[src/rtl/rqs_pkg.sv]
// Package for the ready queue scheduler: table depth, index widths, item
// and table entry structs, function, mode, status and register codes.
// No dependencies.
`default_nettype none

package rqs_pkg;

    localparam int TABLE_DEPTH = 16;
    localparam int IDX_W       = $clog2(TABLE_DEPTH);
    localparam int CNT_W       = $clog2(TABLE_DEPTH + 1);

    localparam int CFG_IDX_W   = 1;
    localparam int CFG_DATA_W  = 9;

    localparam logic [CFG_IDX_W-1:0] CFG_MODE  = 1'd0;
    localparam logic [CFG_IDX_W-1:0] CFG_ALPHA = 1'd1;

    localparam logic [1:0] FN_INSERT  = 2'd0;
    localparam logic [1:0] FN_SELECT  = 2'd1;
    localparam logic [1:0] FN_SETWAIT = 2'd2;

    localparam logic [1:0] MD_FIFO = 2'd0;
    localparam logic [1:0] MD_SJF  = 2'd1;
    localparam logic [1:0] MD_HRRN = 2'd2;

    localparam logic [1:0] ST_OK       = 2'd0;
    localparam logic [1:0] ST_FULL     = 2'd1;
    localparam logic [1:0] ST_EMPTY    = 2'd2;
    localparam logic [1:0] ST_NOTFOUND = 2'd3;

    localparam logic [1:0] WR_INSERT = 2'd0;
    localparam logic [1:0] WR_WAIT   = 2'd1;
    localparam logic [1:0] WR_MOVE   = 2'd2;

    localparam logic [8:0] ALPHA_ONE   = 9'd256;
    localparam logic [8:0] ALPHA_RESET = 9'd128;

    typedef struct packed {
        logic [1:0]  func;
        logic [15:0] proc_id;
        logic [23:0] prev_estimate;
        logic [15:0] last_burst;
        logic [15:0] waited;
    } t_in_item;

    typedef struct packed {
        logic [1:0]  status;
        logic [15:0] chosen_id;
        logic [23:0] chosen_estimate;
        logic [4:0]  ready_count;
    } t_out_item;

    typedef struct packed {
        logic [15:0] id;
        logic [23:0] prev_estimate;
        logic [15:0] burst;
        logic [15:0] waited;
    } t_entry;

    localparam int ENTRY_W = $bits(t_entry);

    typedef struct packed {
        logic       cap_item;
        logic       ram_re;
        logic       rd_next;
        logic       wr_en;
        logic [1:0] wr_sel;
        logic       idx_clr;
        logic       idx_inc;
        logic       idx_best;
        logic       est1_en;
        logic       est2_en;
        logic       xp_en;
        logic       cmp_en;
        logic       cnt_inc;
        logic       cnt_dec;
        logic       res_load;
        logic [1:0] res_status;
        logic       res_sel;
    } t_dp_cmd;

    typedef struct packed {
        logic [1:0] func;
        logic       full;
        logic       empty;
        logic       more;
        logic       id_match;
        logic       out_free;
    } t_dp_stat;

endpackage

`default_nettype wire

[src/rtl/rqs_ram.sv]
// Generic simple dual-port RAM: one write port, one read port with
// registered read data. No dependencies.
`default_nettype none

module rqs_ram #(
    parameter int WIDTH = 72,
    parameter int DEPTH = 16,
    localparam int AW = $clog2(DEPTH)
) (
    input  wire logic             i_clk,
    input  wire logic             i_we,
    input  wire logic [AW-1:0]    i_waddr,
    input  wire logic [WIDTH-1:0] i_wdata,
    input  wire logic             i_re,
    input  wire logic [AW-1:0]    i_raddr,
    output logic      [WIDTH-1:0] o_rdata
);

    logic [WIDTH-1:0] r_mem [DEPTH];

    always_ff @(posedge i_clk) begin
        if (i_we) begin
            r_mem[i_waddr] <= i_wdata;
        end
        if (i_re) begin
            o_rdata <= r_mem[i_raddr];
        end
    end

endmodule

`default_nettype wire

[src/rtl/rqs_dp.sv]
// Datapath of the ready queue scheduler: config registers, item register,
// table RAM, estimate and ratio arithmetic, best tracking, result register.
// Depends on rqs_pkg and rqs_ram.
`default_nettype none

module rqs_dp (
    input  wire logic                           i_clk,
    input  wire logic                           i_rst_n,
    input  wire logic                           i_cfg_we,
    input  wire logic [rqs_pkg::CFG_IDX_W-1:0]  i_cfg_idx,
    input  wire logic [rqs_pkg::CFG_DATA_W-1:0] i_cfg_data,
    input  wire rqs_pkg::t_in_item              i_item,
    output rqs_pkg::t_out_item                  o_result,
    output logic                                o_valid,
    input  wire logic                           i_ready,
    input  wire rqs_pkg::t_dp_cmd               i_cmd,
    output rqs_pkg::t_dp_stat                   o_stat
);

    localparam int CW = rqs_pkg::CNT_W;
    localparam int IW = rqs_pkg::IDX_W;

    logic [1:0]              r_mode;
    logic [8:0]              r_alpha;
    rqs_pkg::t_in_item       r_item;
    logic [CW-1:0]           r_count;
    logic [CW-1:0]           r_idx;
    logic [IW-1:0]           r_best_idx;
    logic [15:0]             r_best_id;
    logic [23:0]             r_best_est;
    logic [15:0]             r_best_w;
    logic [15:0]             r_cand_id;
    logic [15:0]             r_cand_w;
    logic [23:0]             r_cand_est;
    logic [32:0]             r_pa;
    logic [24:0]             r_pb;
    logic [39:0]             r_p1;
    logic [39:0]             r_p2;
    rqs_pkg::t_out_item      r_out;
    logic                    r_out_valid;

    rqs_pkg::t_entry         rdata;
    rqs_pkg::t_entry         wdata;
    logic [IW-1:0]           waddr;
    logic [IW-1:0]           raddr;
    logic [CW-1:0]           idx_next;
    logic [8:0]              a_sat;
    logic [8:0]              a_rest;
    logic [33:0]             est_sum;
    logic                    better;
    logic                    take;

    assign idx_next = r_idx + CW'(1);
    assign a_sat    = (r_alpha > rqs_pkg::ALPHA_ONE) ? rqs_pkg::ALPHA_ONE : r_alpha;
    assign a_rest   = rqs_pkg::ALPHA_ONE - a_sat;
    assign est_sum  = 34'(r_pa) + {1'b0, r_pb, 8'b0};

    always_comb begin
        wdata = rdata;
        waddr = r_idx[IW-1:0];
        case (i_cmd.wr_sel)
            rqs_pkg::WR_INSERT: begin
                wdata.id            = r_item.proc_id;
                wdata.prev_estimate = r_item.prev_estimate;
                wdata.burst         = r_item.last_burst;
                wdata.waited        = r_item.waited;
                waddr               = r_count[IW-1:0];
            end
            rqs_pkg::WR_WAIT: begin
                wdata.waited = r_item.waited;
            end
            default: begin
            end
        endcase
    end

    assign raddr = i_cmd.rd_next ? idx_next[IW-1:0] : r_idx[IW-1:0];

    rqs_ram #(
        .WIDTH (rqs_pkg::ENTRY_W),
        .DEPTH (rqs_pkg::TABLE_DEPTH)
    ) u_table (
        .i_clk   (i_clk),
        .i_we    (i_cmd.wr_en),
        .i_waddr (waddr),
        .i_wdata (wdata),
        .i_re    (i_cmd.ram_re),
        .i_raddr (raddr),
        .o_rdata (rdata)
    );

    always_comb begin
        better = 1'b0;
        case (r_mode)
            rqs_pkg::MD_SJF: begin
                better = r_cand_est < r_best_est;
            end
            rqs_pkg::MD_HRRN: begin
                if (r_best_est == '0) begin
                    better = 1'b0;
                end else if (r_cand_est == '0) begin
                    better = 1'b1;
                end else begin
                    better = r_p1 > r_p2;
                end
            end
            default: begin
                better = 1'b0;
            end
        endcase
    end

    assign take = (r_idx == '0) || better;

    always_ff @(posedge i_clk) begin
        if (!i_rst_n) begin
            r_mode      <= rqs_pkg::MD_FIFO;
            r_alpha     <= rqs_pkg::ALPHA_RESET;
            r_count     <= '0;
            r_idx       <= '0;
            r_out_valid <= 1'b0;
        end else begin
            if (i_cfg_we) begin
                unique case (i_cfg_idx)
                    rqs_pkg::CFG_MODE:  r_mode  <= i_cfg_data[1:0];
                    rqs_pkg::CFG_ALPHA: r_alpha <= i_cfg_data;
                    default: begin
                    end
                endcase
            end
            if (i_cmd.cnt_inc) begin
                r_count <= r_count + CW'(1);
            end else if (i_cmd.cnt_dec) begin
                r_count <= r_count - CW'(1);
            end
            if (i_cmd.idx_clr) begin
                r_idx <= '0;
            end else if (i_cmd.idx_inc) begin
                r_idx <= idx_next;
            end else if (i_cmd.idx_best) begin
                r_idx <= take ? r_idx : CW'(r_best_idx);
            end
            if (i_cmd.res_load) begin
                r_out_valid <= 1'b1;
            end else if (i_ready) begin
                r_out_valid <= 1'b0;
            end
        end
    end

    always_ff @(posedge i_clk) begin
        if (i_cmd.cap_item) begin
            r_item <= i_item;
        end
        if (i_cmd.est1_en) begin
            r_cand_id <= rdata.id;
            r_cand_w  <= rdata.waited;
            r_pa      <= 33'(a_sat) * 33'(rdata.prev_estimate);
            r_pb      <= 25'(a_rest) * 25'(rdata.burst);
        end
        if (i_cmd.est2_en) begin
            r_cand_est <= est_sum[31:8];
        end
        if (i_cmd.xp_en) begin
            r_p1 <= 40'(r_cand_w) * 40'(r_best_est);
            r_p2 <= 40'(r_best_w) * 40'(r_cand_est);
        end
        if (i_cmd.cmp_en && take) begin
            r_best_idx <= r_idx[IW-1:0];
            r_best_id  <= r_cand_id;
            r_best_est <= r_cand_est;
            r_best_w   <= r_cand_w;
        end
        if (i_cmd.res_load) begin
            r_out.status          <= i_cmd.res_status;
            r_out.chosen_id       <= i_cmd.res_sel ? r_best_id : '0;
            r_out.chosen_estimate <= i_cmd.res_sel ? r_best_est : '0;
            r_out.ready_count     <= 5'(r_count);
        end
    end

    assign o_result        = r_out;
    assign o_valid         = r_out_valid;

    assign o_stat.func     = r_item.func;
    assign o_stat.full     = r_count == CW'(rqs_pkg::TABLE_DEPTH);
    assign o_stat.empty    = r_count == '0;
    assign o_stat.more     = {1'b0, idx_next} < {1'b0, r_count};
    assign o_stat.id_match = rdata.id == r_item.proc_id;
    assign o_stat.out_free = !r_out_valid || i_ready;

endmodule

`default_nettype wire

[src/rtl/rqs_ctrl.sv]
// Controller of the ready queue scheduler: sequences insert, search,
// selection scan and table compaction through datapath commands.
// Depends on rqs_pkg.
`default_nettype none

module rqs_ctrl (
    input  wire logic              i_clk,
    input  wire logic              i_rst_n,
    input  wire logic              i_valid,
    output logic                   o_ready,
    input  wire rqs_pkg::t_dp_stat i_stat,
    output rqs_pkg::t_dp_cmd       o_cmd
);

    localparam logic [3:0] S_IDLE   = 4'd0;
    localparam logic [3:0] S_DISP   = 4'd1;
    localparam logic [3:0] S_INS    = 4'd2;
    localparam logic [3:0] S_SW_RD  = 4'd3;
    localparam logic [3:0] S_SW_CK  = 4'd4;
    localparam logic [3:0] S_SC_RD  = 4'd5;
    localparam logic [3:0] S_SC_E1  = 4'd6;
    localparam logic [3:0] S_SC_E2  = 4'd7;
    localparam logic [3:0] S_SC_X   = 4'd8;
    localparam logic [3:0] S_SC_CMP = 4'd9;
    localparam logic [3:0] S_MV_RD  = 4'd10;
    localparam logic [3:0] S_MV_WR  = 4'd11;
    localparam logic [3:0] S_DONE   = 4'd12;

    logic [3:0] r_state, n_state;
    logic [1:0] r_status, n_status;
    logic       r_sel, n_sel;

    always_ff @(posedge i_clk) begin
        if (!i_rst_n) begin
            r_state  <= S_IDLE;
            r_status <= rqs_pkg::ST_OK;
            r_sel    <= 1'b0;
        end else begin
            r_state  <= n_state;
            r_status <= n_status;
            r_sel    <= n_sel;
        end
    end

    always_comb begin
        n_state          = r_state;
        n_status         = r_status;
        n_sel            = r_sel;
        o_ready          = 1'b0;
        o_cmd            = '0;
        o_cmd.res_status = r_status;
        o_cmd.res_sel    = r_sel;
        unique case (r_state)
            S_IDLE: begin
                o_ready      = 1'b1;
                o_cmd.cap_item = i_valid;
                if (i_valid) begin
                    n_state = S_DISP;
                end
            end
            S_DISP: begin
                n_sel    = 1'b0;
                n_status = rqs_pkg::ST_OK;
                n_state  = S_DONE;
                case (i_stat.func)
                    rqs_pkg::FN_INSERT: begin
                        if (i_stat.full) begin
                            n_status = rqs_pkg::ST_FULL;
                        end else begin
                            n_state = S_INS;
                        end
                    end
                    rqs_pkg::FN_SELECT: begin
                        if (i_stat.empty) begin
                            n_status = rqs_pkg::ST_EMPTY;
                        end else begin
                            o_cmd.idx_clr = 1'b1;
                            n_state       = S_SC_RD;
                        end
                    end
                    rqs_pkg::FN_SETWAIT: begin
                        if (i_stat.empty) begin
                            n_status = rqs_pkg::ST_NOTFOUND;
                        end else begin
                            o_cmd.idx_clr = 1'b1;
                            n_state       = S_SW_RD;
                        end
                    end
                    default: begin
                    end
                endcase
            end
            S_INS: begin
                o_cmd.wr_en   = 1'b1;
                o_cmd.wr_sel  = rqs_pkg::WR_INSERT;
                o_cmd.cnt_inc = 1'b1;
                n_state       = S_DONE;
            end
            S_SW_RD: begin
                o_cmd.ram_re = 1'b1;
                n_state      = S_SW_CK;
            end
            S_SW_CK: begin
                if (i_stat.id_match) begin
                    o_cmd.wr_en  = 1'b1;
                    o_cmd.wr_sel = rqs_pkg::WR_WAIT;
                    n_state      = S_DONE;
                end else if (i_stat.more) begin
                    o_cmd.idx_inc = 1'b1;
                    n_state       = S_SW_RD;
                end else begin
                    n_status = rqs_pkg::ST_NOTFOUND;
                    n_state  = S_DONE;
                end
            end
            S_SC_RD: begin
                o_cmd.ram_re = 1'b1;
                n_state      = S_SC_E1;
            end
            S_SC_E1: begin
                o_cmd.est1_en = 1'b1;
                n_state       = S_SC_E2;
            end
            S_SC_E2: begin
                o_cmd.est2_en = 1'b1;
                n_state       = S_SC_X;
            end
            S_SC_X: begin
                o_cmd.xp_en = 1'b1;
                n_state     = S_SC_CMP;
            end
            S_SC_CMP: begin
                o_cmd.cmp_en = 1'b1;
                if (i_stat.more) begin
                    o_cmd.idx_inc = 1'b1;
                    n_state       = S_SC_RD;
                end else begin
                    // restart the index at the chosen slot for compaction
                    o_cmd.idx_best = 1'b1;
                    n_sel          = 1'b1;
                    n_state        = S_MV_RD;
                end
            end
            S_MV_RD: begin
                if (i_stat.more) begin
                    o_cmd.ram_re  = 1'b1;
                    o_cmd.rd_next = 1'b1;
                    n_state       = S_MV_WR;
                end else begin
                    o_cmd.cnt_dec = 1'b1;
                    n_state       = S_DONE;
                end
            end
            S_MV_WR: begin
                o_cmd.wr_en   = 1'b1;
                o_cmd.wr_sel  = rqs_pkg::WR_MOVE;
                o_cmd.idx_inc = 1'b1;
                n_state       = S_MV_RD;
            end
            S_DONE: begin
                if (i_stat.out_free) begin
                    o_cmd.res_load = 1'b1;
                    n_state        = S_IDLE;
                end
            end
            default: begin
                n_state = S_IDLE;
            end
        endcase
    end

endmodule

`default_nettype wire

[src/rtl/ready_queue_scheduler_top.sv]
// Ready queue scheduler: one item at a time. Insert appends an entry, set
// waiting searches slot by slot, select scans every table entry (one table
// read, two estimate stages, cross products, compare) and then moves the later
// entries down; the table holds up to 16 entries. A result waits in
// an output register while the next item is accepted. Synchronous reset
// empties the table and sets mode FIFO, alpha 128; entry contents stay.
`default_nettype none

module ready_queue_scheduler_top (
    input  wire logic                           i_clk,
    input  wire logic                           i_rst_n,
    input  wire logic                           i_cfg_we,
    input  wire logic [rqs_pkg::CFG_IDX_W-1:0]  i_cfg_idx,
    input  wire logic [rqs_pkg::CFG_DATA_W-1:0] i_cfg_data,
    input  wire logic                           i_valid,
    output logic                                o_ready,
    input  wire rqs_pkg::t_in_item              i_item,
    output logic                                o_valid,
    input  wire logic                           i_ready,
    output rqs_pkg::t_out_item                  o_result
);

    rqs_pkg::t_dp_cmd  cmd;
    rqs_pkg::t_dp_stat stat;

    rqs_ctrl u_ctrl (
        .i_clk   (i_clk),
        .i_rst_n (i_rst_n),
        .i_valid (i_valid),
        .o_ready (o_ready),
        .i_stat  (stat),
        .o_cmd   (cmd)
    );

    rqs_dp u_dp (
        .i_clk      (i_clk),
        .i_rst_n    (i_rst_n),
        .i_cfg_we   (i_cfg_we),
        .i_cfg_idx  (i_cfg_idx),
        .i_cfg_data (i_cfg_data),
        .i_item     (i_item),
        .o_result   (o_result),
        .o_valid    (o_valid),
        .i_ready    (i_ready),
        .i_cmd      (cmd),
        .o_stat     (stat)
    );

endmodule

`default_nettype wire
[config.mk]
export PLATFORM = sky130hd
export DESIGN_NAME = ready_queue_scheduler_top
export DESIGN_NICKNAME = d
export VERILOG_FILES = /design/src/rtl/rqs_pkg.sv /design/src/rtl/rqs_ram.sv /design/src/rtl/rqs_dp.sv /design/src/rtl/rqs_ctrl.sv /design/src/rtl/ready_queue_scheduler_top.sv
export SDC_FILE = /design/constraint.sdc
export NUM_CORES = 2
export LEC_CHECK = 0
export BUFFER_PORTS_ARGS = -buffer_cell sky130_fd_sc_hd__buf_4
export CORE_MARGIN = 5
export CORE_UTILIZATION = 30
export CTS_BUF_LIST = sky130_fd_sc_hd__clkbuf_16
export CTS_CLUSTER_SIZE = 28
export DETAILED_ROUTE_END_ITERATION = 12
export PLACE_DENSITY = 0.54
export REMOVE_ABC_BUFFERS = 1
export SYNTH_ARGS = -nofsm -noshare
export SYNTH_HDL_FRONTEND = slang
export SYNTH_SLANG_ARGS = --single-unit
[constraint.sdc]
create_clock -name i_clk -period 10.1 [get_ports i_clk]
set_input_delay 1.515 -clock i_clk [delete_from_list [all_inputs] [get_ports i_clk]]
set_output_delay 1.515 -clock i_clk [all_outputs]
set_load 0.02 [all_outputs]
==> results by group <==
Setup path
  • Largest incremental delay on the critical path: 1.07 ns
  • WP data required: 10.62 ns
  • Cell type with the highest occurrence count on the critical path: fa_1
  • Type of destination of the critical path: flop
  • Cell chain of the critical path: nand2_1 -> fa_1 -> inv_1 -> fa_1 -> inv_1 -> fa_1 -> fa_1 -> inv_1 -> fa_1 -> fa_1 -> ha_1 -> nand4_1 -> a21oi_1 -> o21ai_0 -> a211oi_1 -> o31ai_1 -> o31ai_1 -> nand2_1 -> o31ai_1 -> o21ai_0 -> xnor2_1
  • Startpoint of the most critical setup path: u_dp.r_best_w[3]$_DFFE_PP_
  • Worst r2r path cells: 21
  • CP max stage cell: edfxtp_1
  • Critical Path Source Type: flop
  • Class of the most critical setup path: reg2reg
  • Number of cells on the critical path: 21
  • Launching point of the worst reg2reg path: u_dp.r_best_w[3]$_DFFE_PP_
  • Dominant delay contributor by cell family on the critical path: adder cells
  • Peak fanout along the critical path: 24
  • WP buf/inv: 3
  • Arrival time reported for the critical path endpoint: 8.40 ns

Place
  • IO Port Bufs: 137
  • Post-placement cell area: 103000 sq um
  • Detailed placer's ending HPWL: 159000 um
  • Routability congestion estimate from global placement: 0.824

CTS
  • Clock-pin transition on the worst setup and hold timing paths: 0.06 ns
  • Count of hold buffers inserted by post-cts repair: 0
  • Postcts setup bufs: 0
  • Total of cells resized after clock tree synthesis: 0
  • Longest Clk Path Bufs: 4
  • Num CTS Buffers: 179
  • Clock tree from TritonCTS: built
  • Number of clock sinks: 1618
  • Number of H-tree levels: 4
  • Clock insertion delay at the later pin of the skew report: 0.87 ns
  • Root buf cell: clkbuf_16

STA
  • Setup TNS: 0 ns
  • Slew at the pin closest to its max-slew limit: 1.39 ns
  • Count of final setup violators: 0
  • Final hold violations: 0
  • Skew final: 0.119 ns
  • Worst Hold Margin: 0.421 ns
  • Final slew viol count: 0
  • Final Cycle Share: 0.780
  • Final Critical Period: 7.88 ns
  • Fmax: 127 MHz
  • Setup repair after global routing missed its margin: no
  • Rel. slew slack: 0.0723

Yosys
  • #FFs+latches synth: 1618
  • Cell count after synthesis: 7883
  • FFs w/ async S/R, synth: 0
  • Register area share after synthesis: 0.498
  • Post-synth design cell area: 97000 sq um
  • Number of unique standard cell types used by synthesis: 76
  • Mean cell area of the mapped netlist: 12.3 sq um
  • EDFF count, synth: 1589
  • Number of synthesis warnings: 0
  • Most used flip-flop cell after synthesis: edfxtp_1

Drt
  • Total wirelength of the detailed-routed design: 267000 um
  • Count of nets left with antenna violations after detail routing: 0
  • DRC marker count from the first detailed-route iteration: 4865
  • Detail-routed via count per cell: 4.91
  • Vias: 60700
  • First-pass DRT Iterations: 6
  • Remaining DRCs: 0
  • Routed length per placed instance: 21.5 um

Final layout
  • Leading cell types in the layout, fill and taps excluded: edfxtp_1 (1589), inv_1 (1214), nand2_1 (1147), fa_1 (865), ha_1 (416)
  • Area delta synth->final: 12.3%
  • Share of final-layout standard cells stronger than drive strength 1: 0.0813
  • Fin nets: 9305
  • Most frequent standard cell in the layout excluding fill and tap cells: edfxtp_1
  • Post-route cell area: 109000 sq um

GRT
  • Number of antenna violations at the first check in global routing: 15
  • Via count of the first global-routing pass: 64500
  • GRT Residual Overflow: 0
  • All-Layer GR Usage: 0.157
  • Largest net degree at the start of global routing: 149
  • Global-route wire length before repair: 405000 um

Floorplanning
  • Count of boundary I/O pins: 138
  • Floorplan die height: 579 um
  • Die W: 579 um
  • Core Rows: 208
  • Total Die Area: 335000 sq um
  • Area inside the core boundary: 321000 sq um
  • Effective utilization at floorplan: 0.302

Flow run
  • Max capacitance violation total: 0

Hold path
  • Worst min path class: reg2reg
  • Hold Path Origin: u_dp.r_cand_id[6]$_DFFE_PP_
  • Depth of the worst hold-timing path: 0

Power and ir drop
  • Total power: 29.6 mW
  • Max rail drop VDD: 0.322 mV
  • Power Density: 272 nW/um^2
  • Leakage: 44.0 nW

Outcome
  • Status: complete, no violations
==> flip-flops by register name, summed over array words and instances (netlist names), 16 cells and up <==
name,count
u_dp.o_result,47
u_dp.r_best_est,24
u_dp.r_best_id,16
u_dp.r_best_w,16
u_dp.r_cand_est,24
u_dp.r_cand_id,16
u_dp.r_cand_w,16
u_dp.r_item,72
u_dp.r_p1,40
u_dp.r_p2,40
u_dp.r_pa,24
u_dp.r_pb,24
u_dp.u_table.o_rdata,72
u_dp.u_table.r_mem,1152
==> report_power, final <==
part           total [mW]  internal, mW  switching (mW)
clock network        6.25          3.60            2.66
logic                14.3          5.63            8.65
registers            9.09          8.81           0.282
==> area by class of cell <==
class | instances | area [sq um]
Inverter | 1178 | 4420
Multi-Input combinational cell | 4674 | 42900
Tap cell | 4305 | 5390
Clock buffer | 181 | 4530
Sequential cell | 1618 | 48300
Fill cell | 31600 | 213000
Clock inverter | 130 | 978
Timing Repair Buffer | 284 | 2310
Antenna cell | 3 | 7.51
==> per-stage QoR <==
step	utilization	setup slack [ns]	std cells
after floorplan	-	-0.582	7470
after global placement	0.322	2.24	12100
after detailed placement	0.322	2.24	12100
after CTS	0.339	2.25	12400
after global routing	0.339	1.66	12400
final	0.339	2.22	12400
==> cell usage after synthesis (128+ instances only) <==
cell | number | area share
a211oi_1 | 159 | 0.012
a21oi_1 | 138 | 0.0071
a311oi_1 | 146 | 0.013
and2_1 | 416 | 0.027
clkbuf_1 | 296 | 0.011
edfxtp_1 | 1589 | 0.49
fa_1 | 865 | 0.18
ha_1 | 416 | 0.054
inv_1 | 1177 | 0.046
mux2i_1 | 149 | 0.015
nand2_1 | 1148 | 0.044
nor2_1 | 128 | 0.0050
o22ai_1 | 306 | 0.020
==> per-layer routing <==
metal | vias to the layer above | track usage | routed length, um
li1 | 27000 | - | -
met1 | 31500 | 0.205 | 113000
met2 | 1892 | 0.274 | 132000
met3 | 403 | 0.0208 | 14900
met4 | 4 | 0.0431 | 7260
met5 | - | 0 | 28
==> cell families after synthesis <==
logic type / after synthesis / synth area share
flip-flops: 1618 / 0.498
adder cells (fa/ha/maj): 1281 / 0.232
AO/OA/AOI/OAI: 1014 / 0.0721
XOR/XNOR: 158 / 0.0143
AND/OR/NAND/NOR: 2000 / 0.0966
multiplexers: 221 / 0.0237
buffers and inverters: 1591 / 0.0630
==> worst reg2reg max path, stage by stage (launching register included) <==
cell and delay (ns):
edfxtp_1 1.07, nand2_1 0.18, fa_1 0.53, inv_1 0.06, fa_1 0.54, inv_1 0.06, fa_1 0.48, fa_1 0.54
inv_1 0.05, fa_1 0.50, fa_1 0.41, ha_1 0.40, nand4_1 0.15, a21oi_1 0.15, o21ai_0 0.21, a211oi_1 0.66
o31ai_1 0.26, o31ai_1 0.41, nand2_1 0.16, o31ai_1 0.40, o21ai_0 0.20, xnor2_1 0.15
==> worst paths after layout <==
kind	slack, ns	end
min	0.42	u_dp.r_best_id[6]$_DFFE_PP_
max reg2reg	2.22	u_dp.r_p2[38]$_DFFE_PP_
max	2.22	u_dp.r_p2[38]$_DFFE_PP_
min reg2reg	0.42	u_dp.r_best_id[6]$_DFFE_PP_
(Power assumes the default switching activity.)
